File: src/rtl/mcppwm_pkg.sv
// ----------------------------------------------------------------------------
// mcppwm_pkg
// Shared types and constants for the multi-channel pattern PWM bank.
// ----------------------------------------------------------------------------
package mcppwm_pkg;

   // Field widths
   localparam int ChanIdxWidth = 4;
   localparam int CountWidth   = 8;
   localparam int LevelsWidth  = 16;

   // Default channel count
   localparam int DefaultChannels = 16;

   // Reset values of the per-channel state
   localparam logic [CountWidth-1:0] HighLenReset = 8'd0;
   localparam logic [CountWidth-1:0] LowLenReset  = 8'd255;
   localparam logic [CountWidth-1:0] CountReset   = 8'd255;

   // Item kinds
   typedef enum logic {
      ACTION_TICK = 1'b0,
      ACTION_SET  = 1'b1
   } action_type;

   // Per-channel command for one accepted transfer
   typedef struct packed {
      logic                  set;
      logic                  tick;
      logic [CountWidth-1:0] on_count;
      logic [CountWidth-1:0] off_count;
   } chan_cmd_type;

endpackage

File: src/rtl/mcppwm_channel.sv
// ----------------------------------------------------------------------------
// mcppwm_channel
// One output channel: high/low lengths, phase counter and output level.
// ----------------------------------------------------------------------------
module mcppwm_channel
   import mcppwm_pkg::*;
(
   input  logic         clock,
   input  logic         reset,
   input  chan_cmd_type cmd,
   output logic         level_in
);

   logic [CountWidth-1:0] high_len_ff, high_len_in;
   logic [CountWidth-1:0] low_len_ff, low_len_in;
   logic [CountWidth-1:0] count_ff, count_in;
   logic                  level_ff;

   // Next state: set overrides, tick steps the pattern
   always_comb begin
      high_len_in = high_len_ff;
      low_len_in  = low_len_ff;
      count_in    = count_ff;
      level_in    = level_ff;
      if (cmd.set) begin
         high_len_in = cmd.on_count;
         low_len_in  = cmd.off_count;
         count_in    = '0;
         level_in    = (cmd.off_count == '0);
      end else if (cmd.tick) begin
         if (count_ff != '0) begin
            count_in = count_ff - 1'b1;
         end else if (level_ff) begin
            // locked high when the low length is zero
            if (low_len_ff == '0) begin
               count_in = high_len_ff;
            end else begin
               level_in = 1'b0;
               count_in = low_len_ff - 1'b1;
            end
         end else begin
            // locked low when the high length is zero
            if (high_len_ff == '0) begin
               count_in = low_len_ff;
            end else begin
               level_in = 1'b1;
               count_in = high_len_ff - 1'b1;
            end
         end
      end
   end

   // State registers
   always_ff @(posedge clock) begin
      if (reset) begin
         high_len_ff <= HighLenReset;
         low_len_ff  <= LowLenReset;
         count_ff    <= CountReset;
         level_ff    <= 1'b0;
      end else begin
         high_len_ff <= high_len_in;
         low_len_ff  <= low_len_in;
         count_ff    <= count_in;
         level_ff    <= level_in;
      end
   end

endmodule

File: src/rtl/multi_channel_pattern_pwm.sv
// ----------------------------------------------------------------------------
// multi_channel_pattern_pwm
// Bank of pattern PWM channels driven by set and tick transfers.
// ----------------------------------------------------------------------------
// Usage:
//   req_* carries one item per transfer (req_valid high, req_stall low).
//   req_action = tick steps every channel; set loads req_on_count and
//   req_off_count into channel req_channel, clears its counter and drives
//   its level low (high when the off count is zero). Set to a channel not
//   present changes nothing.
//   rsp_* returns one transfer per item: rsp_pin_levels, bit i = channel i
//   level after the item (bits at or above CHANNELS read zero).
// Timing:
//   rsp_valid rises in the cycle after the request transfer. Throughput is
//   one item per cycle while req_stall is low: every channel updates its
//   counter in parallel in a single register stage, and the result register
//   is loaded on the same edge.
//   While rsp_stall holds a waiting result, req_stall is raised; when the
//   result drains in a cycle, a new request is taken in that same cycle.
// Reset:
//   Synchronous, active high. Channels go to high length 0, low length
//   255, counter 255, level low; the result register is emptied.
// ----------------------------------------------------------------------------
module multi_channel_pattern_pwm
   import mcppwm_pkg::*;
#(
   parameter int CHANNELS = DefaultChannels
) (
   input  logic                    clock,
   input  logic                    reset,
   input  logic                    req_valid,
   output logic                    req_stall,
   input  logic                    req_action,
   input  logic [ChanIdxWidth-1:0] req_channel,
   input  logic [CountWidth-1:0]   req_on_count,
   input  logic [CountWidth-1:0]   req_off_count,
   output logic                    rsp_valid,
   input  logic                    rsp_stall,
   output logic [LevelsWidth-1:0]  rsp_pin_levels
);

   logic                   rsp_valid_ff, rsp_valid_in;
   logic [LevelsWidth-1:0] pin_levels_ff;
   logic [LevelsWidth-1:0] pin_levels_in;
   logic [CHANNELS-1:0]    level_in;
   logic                   req_xfer;
   logic                   rsp_xfer;
   logic                   is_set;
   logic                   is_tick;

   // Handshake
   assign req_stall = rsp_valid_ff & rsp_stall;
   assign req_xfer  = req_valid & ~req_stall;
   assign rsp_xfer  = rsp_valid_ff & ~rsp_stall;
   assign is_set    = req_xfer & (req_action == ACTION_SET);
   assign is_tick   = req_xfer & (req_action == ACTION_TICK);

   // Channel bank
   for (genvar c = 0; c < CHANNELS; c++) begin : g_chan
      chan_cmd_type cmd;
      logic         sel;
      if (c < LevelsWidth) begin : g_addr
         assign sel = (req_channel == ChanIdxWidth'(c));
      end else begin : g_noaddr
         assign sel = 1'b0;
      end
      assign cmd.set       = is_set & sel;
      assign cmd.tick      = is_tick;
      assign cmd.on_count  = req_on_count;
      assign cmd.off_count = req_off_count;

      mcppwm_channel u_channel (
         .clock    (clock),
         .reset    (reset),
         .cmd      (cmd),
         .level_in (level_in[c])
      );
   end

   // Gather visible levels
   for (genvar b = 0; b < LevelsWidth; b++) begin : g_pin
      if (b < CHANNELS) begin : g_on
         assign pin_levels_in[b] = level_in[b];
      end else begin : g_off
         assign pin_levels_in[b] = 1'b0;
      end
   end

   // Result register
   always_comb begin
      rsp_valid_in = rsp_valid_ff;
      if (req_xfer) begin
         rsp_valid_in = 1'b1;
      end else if (rsp_xfer) begin
         rsp_valid_in = 1'b0;
      end
   end

   always_ff @(posedge clock) begin
      if (reset) begin
         rsp_valid_ff <= 1'b0;
      end else begin
         rsp_valid_ff <= rsp_valid_in;
      end
   end

   always_ff @(posedge clock) begin
      if (req_xfer) begin
         pin_levels_ff <= pin_levels_in;
      end
   end

   assign rsp_valid      = rsp_valid_ff;
   assign rsp_pin_levels = pin_levels_ff;

`ifndef SYNTHESIS
   // Every accepted request yields a result next cycle
   a_req_gives_rsp: assert property (@(posedge clock) disable iff (reset)
      req_xfer |=> rsp_valid)
      else $error("accepted request produced no result");

   // A drained result with no new request empties the output
   a_drain_empties: assert property (@(posedge clock) disable iff (reset)
      (rsp_xfer && !req_xfer) |=> !rsp_valid)
      else $error("result repeated after transfer");

   // Input is held off only while a result waits
   a_stall_needs_rsp: assert property (@(posedge clock) disable iff (reset)
      req_stall |-> (rsp_valid && rsp_stall))
      else $error("request stalled without a waiting result");
`endif

endmodule
File: config.mk
export PLATFORM = sky130hd
export DESIGN_NAME = multi_channel_pattern_pwm
export DESIGN_NICKNAME = d
export VERILOG_FILES = /design/src/rtl/mcppwm_pkg.sv /design/src/rtl/mcppwm_channel.sv /design/src/rtl/multi_channel_pattern_pwm.sv
export SDC_FILE = /design/constraint.sdc
export NUM_CORES = 1
export LEC_CHECK = 0
export ABC_AREA = 0
export BUFFER_PORTS_ARGS = -buffer_cell sky130_fd_sc_hd__buf_2
export CAP_MARGIN = 0
export CELL_PAD_IN_SITES_DETAIL_PLACEMENT = 1
export CELL_PAD_IN_SITES_GLOBAL_PLACEMENT = 1
export CORE_MARGIN = 3
export CORE_UTILIZATION = 42
export CTS_BUF_LIST = sky130_fd_sc_hd__clkbuf_4 sky130_fd_sc_hd__clkbuf_8 sky130_fd_sc_hd__clkbuf_16
export DETAILED_ROUTE_END_ITERATION = 8
export GPL_TIMING_DRIVEN = 0
export PLACE_DENSITY_LB_ADDON = 0.1
export SLEW_MARGIN = 20
export SYNTH_ARGS = -nofsm -noshare
export SYNTH_HDL_FRONTEND = slang
export SYNTH_HIERARCHICAL = 1
export SYNTH_SLANG_ARGS = --single-unit
File: constraint.sdc
create_clock -name clock -period 12.4 [get_ports clock]
set_clock_uncertainty 0.05 [all_clocks]
set_input_delay 2.48 -clock clock [delete_from_list [all_inputs] [get_ports clock]]
set_output_delay 2.48 -clock clock [all_outputs]
set_load 0.02 [all_outputs]
# ---- Yosys cells after proc, flatten, opt, wreduce, memory -nomap -nowiden
# Index checks and enable logic that the tools add are counted.
dict set report word_totals {
  register_bits 417
}
dict set report classes {
  bitwise 24
  mux 194
  n_addsub 48
  n_reduce_logical 67
  n_eq_ne 15
}
# cell count
set op_table {}
lappend op_table {{$mux 8} 96}
lappend op_table {{$sub 8x1->8 const B} 48}
lappend op_table {{$logic_not 8->1} 33}
lappend op_table {{$reduce_bool 8->1} 16}
lappend op_table {{$mux 1} 98}
lappend op_table {{$reduce_bool 2->1} 17}
lappend op_table {{$eq 4x4->1 const B} 8}
lappend op_table {{$and 1x1->1} 21}
lappend op_table {{$eq 4x3->1 const B} 4}
lappend op_table {{$eq 4x2->1 const B} 2}
lappend op_table {{$eq 4x1->1 const B} 1}
lappend op_table {{$logic_not 4->1} 1}
lappend op_table {{$not 1->1} 3}

# ---- Longest topological paths before layout
dict set report depth {
  ltp_word 6
  mapped_depth 10
}

# ---- Modules after synthesis
# Netlist, hierarchy kept.
# module seq_area_each_um2 area_per_inst_um2 n_inst cells_each
set modules_own_cells {}
lappend modules_own_cells {mcppwm_channel 500.5 1702.9 16 207}
lappend modules_own_cells {multi_channel_pattern_pwm 500.5 711.9 1 51}

# ---- Worst setup path after synthesis
# OpenSTA, ideal clock, no wires.
dict set report synth_path {
  path_kind {input -> register}
  start {input req_valid}
  end {register g_chan[0].u_channel.count_ff[5]}
  setup_time_ns 0.123
  arrival_time_ns 7.489
  cell_stages 9
  setup_slack_ns 4.738
  path_cell_list {a21bo_1 buf_6 buf_8 nor2_1 or4b_2 nor3_1 mux2_2 a21oi_1 nand3_1}
}
# element line
set synth_rtl {}
lappend synth_rtl {{from (decl)} multi_channel_pattern_pwm.sv:31} ;# input logic req_valid,
lappend synth_rtl {{to (signal assigned)} mcppwm_channel.sv:58} ;# count_ff <= CountReset;
lappend synth_rtl {{to (signal assigned)} mcppwm_channel.sv:63} ;# count_ff <= count_in;
lappend synth_rtl {{to (decl)} mcppwm_channel.sv:16} ;# logic [CountWidth-1:0] count_ff, count_in;

# ---- Worst setup path after layout
dict set report layout_path {
  start {input rsp_stall}
  end {output req_stall}
}
dict set report layout_via {
  elab_chain_cells 1
}
# element line
set layout_rtl {}
lappend layout_rtl {{from (decl)} multi_channel_pattern_pwm.sv:38} ;# input logic rsp_stall,
lappend layout_rtl {{$and 1x1->1} multi_channel_pattern_pwm.sv:52} ;# assign req_stall = rsp_valid_ff & rsp_stall;
lappend layout_rtl {{to (decl)} multi_channel_pattern_pwm.sv:32} ;# output logic req_stall,
# No other way between the ends.

==> impl_metrics.toml <==
[timing]
relSlewSlack = 0.228
holdWs_ns = 0.475
hold_viol = 0
final.min_clock_period_ns = 5.41
layout_worst_path_cycle_share = 0.437
final_setup_violation_count = 0
maxSlewViolCount = 0
max_clock_freq_ghz = 0.185
totalNegativeSetupSlack_ns = 0
max_slew.worst_pin.slew_ns = 1.16
rsz0062_at_grt = "false"

[worst_setup_path]
timing.rr.start = "rsp_valid"
timing.critical_path.buf_inv = 2
path_common_cell = "sky130_fd_sc_hd__buf_2"
reg2reg_depth = 11
crit_path_cell_trace = "buf_2, and2_1, buf_2"
crit_slowest_cell = "sky130_fd_sc_hd__buf_2"
max_stage_delay_ns = 0.15
path_delay_family = "buffers and inverters"
cp_data_arrival_time_ns = 2.88
worst_setup_path_end_kind = "primary output"
timing.setup.critical_path_class = "in2out"
critical_path_required_ns = 9.87
timing.rr.end = "g_chan[11].u_channel/count_ff[5]"
reg2reg_slack_ns = 8.78
crit_path_max_fanout = 3
worstSetupStartpointType = "input port"

[layout]
finalNetCount = 3585
final_common_cell = "sky130_fd_sc_hd__dfxtp_1"
top_library_cells_by_usage_in_the_layout_fill_and_taps_aside = "sky130_fd_sc_hd__dfxtp_1 (401), sky130_fd_sc_hd__nor2_1 (321), sky130_fd_sc_hd__nand2_1 (242)"
post_route_cells_drive_above_1_share = 0.111
n_fill_cell = 7764
syn2layout_area_growth_pct = 11.7

[placement]
routabilityCongestion = 0.902
post_detail_place_hpwl_mm = 66.6
place.port_buffers = 42

[detailed_routing]
route.detailed.wl_per_inst_um = 22.6
detail_route.vias_per_cell = 6.15
drt_pass1_iterations = 5
routed-via-count = 26800
detailedRoute.firstIterationViolations = 1719
postRouteWirelength_mm = 98.5
drcViolationCount = 0
ant_nets = 0

[die]
die_h_um = 264
placeableCoreArea_um2 = 65200
chipWidth_um = 264
fp-row-count = 93
design.portCount = 43
start_util = 0.429
dieArea_um2 = 69700

[synthesis]
ys_dominant_reg_cell = "sky130_fd_sc_hd__dfxtp_1"
number_of_distinct_library_cell_variants_in_the_gate_level_netlist_after_synthesis = 56
post_synth_instance_area_um2 = 28000
syn_avg_cell_area_um2 = 8.31
postSynthNetCount = 3484
synth_enable_flop_cells = 16
syn_inst = 3363
synth_warnings = 6
asyncSetResetFlopFracSynth = 0
synth.ff_latch_count = 417
seq_area_frac_synth = 0.304

[power]
powerDensity_nw_per_um2 = 106
vdd.ir_drop.worst_mv = 0.132
p_leak_nw = 11.4

[outcome]
outcome = "completed"

[clocking]
clk_path_buf_depth = 3
clock_tree.htree_level_count = 2
postCtsSetupBuffers = 0
cts_tree = "built"
clock-sinks = 417
cts.reportedPaths.clkPinSlew_ns = 0.06
cts_resized = 0
clk_latency_ns = 0.60
cts_made_buffers = 52
clock_tree.root_cell = "sky130_fd_sc_hd__clkbuf_16"
cts-hold-fix-buffers = 0

[global_routing]
grt_overflow = 0
grt_first_pass_wirelength_mm = 157
antenna_violations_before_repair = 5
globalRouteTotalUtil = 0.275
grt_max_degree = 34
first_global_vias = 28000

[hold_path]
worstHoldPathCells = 2
worst_hold_startpoint = "g_chan[15].u_channel/count_ff[1]"
worst_hold_endpoint = "g_chan[15].u_channel/count_ff[1]"
hp-class = "reg2reg"

[flow_run]
drv_cap = 0
-- final cells by class --
type / count / area [um^2] / area share
Buffer: 179 / 1270 / 0.0407
Tap cell: 855 / 1070 / 0.0342
Inverter: 178 / 668 / 0.0214
Multi-Input combinational cell: 2589 / 17500 / 0.561
Sequential cell: 417 / 8510 / 0.272
Clock buffer: 73 / 1590 / 0.0510
Antenna cell: 2 / 5.00 / 0.000160
Clock inverter: 22 / 249 / 0.00797
Timing Repair Buffer: 47 / 353 / 0.0113
-- synthesized netlist by cell type, types with 32 or more instances --
master | number | area [um^2]
sky130_fd_sc_hd__o22a_1 | 32 | 280
sky130_fd_sc_hd__a211o_2 | 32 | 320
sky130_fd_sc_hd__nor3_1 | 208 | 1040
sky130_fd_sc_hd__nor2_1 | 322 | 1210
sky130_fd_sc_hd__and3_1 | 32 | 200
sky130_fd_sc_hd__dfxtp_1 | 401 | 8030
sky130_fd_sc_hd__mux2_2 | 32 | 360
sky130_fd_sc_hd__nand3_1 | 48 | 240
sky130_fd_sc_hd__o221ai_1 | 32 | 280
sky130_fd_sc_hd__ha_1 | 96 | 1200
sky130_fd_sc_hd__nor2b_1 | 32 | 200
sky130_fd_sc_hd__a311oi_1 | 48 | 420
sky130_fd_sc_hd__clkbuf_1 | 65 | 244
sky130_fd_sc_hd__buf_6 | 65 | 732
sky130_fd_sc_hd__nand2b_1 | 68 | 425
sky130_fd_sc_hd__inv_1 | 162 | 608
sky130_fd_sc_hd__o21ai_0 | 128 | 641
sky130_fd_sc_hd__a221o_1 | 32 | 320
sky130_fd_sc_hd__nand2_1 | 242 | 908
sky130_fd_sc_hd__a211oi_1 | 64 | 480
sky130_fd_sc_hd__xor2_1 | 48 | 420
sky130_fd_sc_hd__mux2i_1 | 224 | 2240
sky130_fd_sc_hd__o21a_1 | 48 | 360
sky130_fd_sc_hd__o211ai_1 | 112 | 841
sky130_fd_sc_hd__nor4_1 | 112 | 701
sky130_fd_sc_hd__xnor2_1 | 48 | 420
sky130_fd_sc_hd__or3_1 | 32 | 200
sky130_fd_sc_hd__a21oi_1 | 193 | 966
-- cell families after synthesis --
family | share of synthesized area
AO/OA/AOI/OAI | 0.217
XOR/XNOR | 0.0301
adder cells (fa/ha/maj) | 0.0430
buffers and inverters | 0.0694
flip-flops | 0.304
multiplexers | 0.0931
AND/OR/NAND/NOR | 0.243
-- tightest hold or removal path, cell delays in order, from the launching register on --
cell                      delay [ns]
sky130_fd_sc_hd__dfxtp_1        0.36
sky130_fd_sc_hd__a21oi_1        0.07
sky130_fd_sc_hd__o21ai_0        0.06
-- metal layers --
| layer | vias to the layer above | wire length [um] | share of wire | global-route usage |
|---|---|---|---|---|
| met5 | - | 27 | 0.00027 | 0 |
| met4 | 4 | 3300 | 0.034 | 0.0908 |
| met3 | 195 | 4010 | 0.041 | 0.0295 |
| met2 | 560 | 45900 | 0.47 | 0.466 |
| met1 | 13300 | 45200 | 0.46 | 0.364 |
| li1 | 12800 | - | - | - |
-- stage by stage --
step	setup WS, ns	cells	area, um^2	util	power [mW]
after floorplan	4.74	3363	28000	-	1.59
after CTS	6.99	4360	31200	0.479	3.35
after global placement	0.695	4260	29200	0.449	1.70
final	6.99	4362	31200	0.479	3.31
after global routing	6.97	4360	31200	0.479	3.43
after detailed placement	6.54	4265	29400	0.451	1.71
-- report_power, final --
| part | switching [mW] | internal [mW] | leakage, nW |
|---|---|---|---|
| clock network | 0.622 | 0.996 | 0.921 |
| registers | 0.0397 | 1.38 | 3.42 |
| logic | 0.184 | 0.0846 | 7.09 |
-- worst max-delay path by stage --
stage	startpoint	end	slack, ns	cells past startpoint
after floorplan	req_valid	g_chan[0].u_channel/count_ff[5]	4.74	9
after global placement	rsp_stall	g_chan[6].u_channel/count_ff[3]	0.69	9
after detailed placement	rsp_stall	g_chan[5].u_channel/count_ff[5]	6.54	12
after CTS	rsp_stall	req_stall	6.99	3
after global routing	rsp_stall	g_chan[11].u_channel/count_ff[5]	6.97	12
final	rsp_stall	req_stall	6.99	3
-- sequential cells by signal (all words and copies together), names as in the netlist --
register / count
g_chan.u_channel/count_ff: 128
g_chan.u_channel/high_len_ff: 128
g_chan.u_channel/low_len_ff: 128
g_chan.u_channel/level_ff: 16
rsp_pin_levels: 16
rsp_valid: 1
Power figures use the tool's default switching activity.
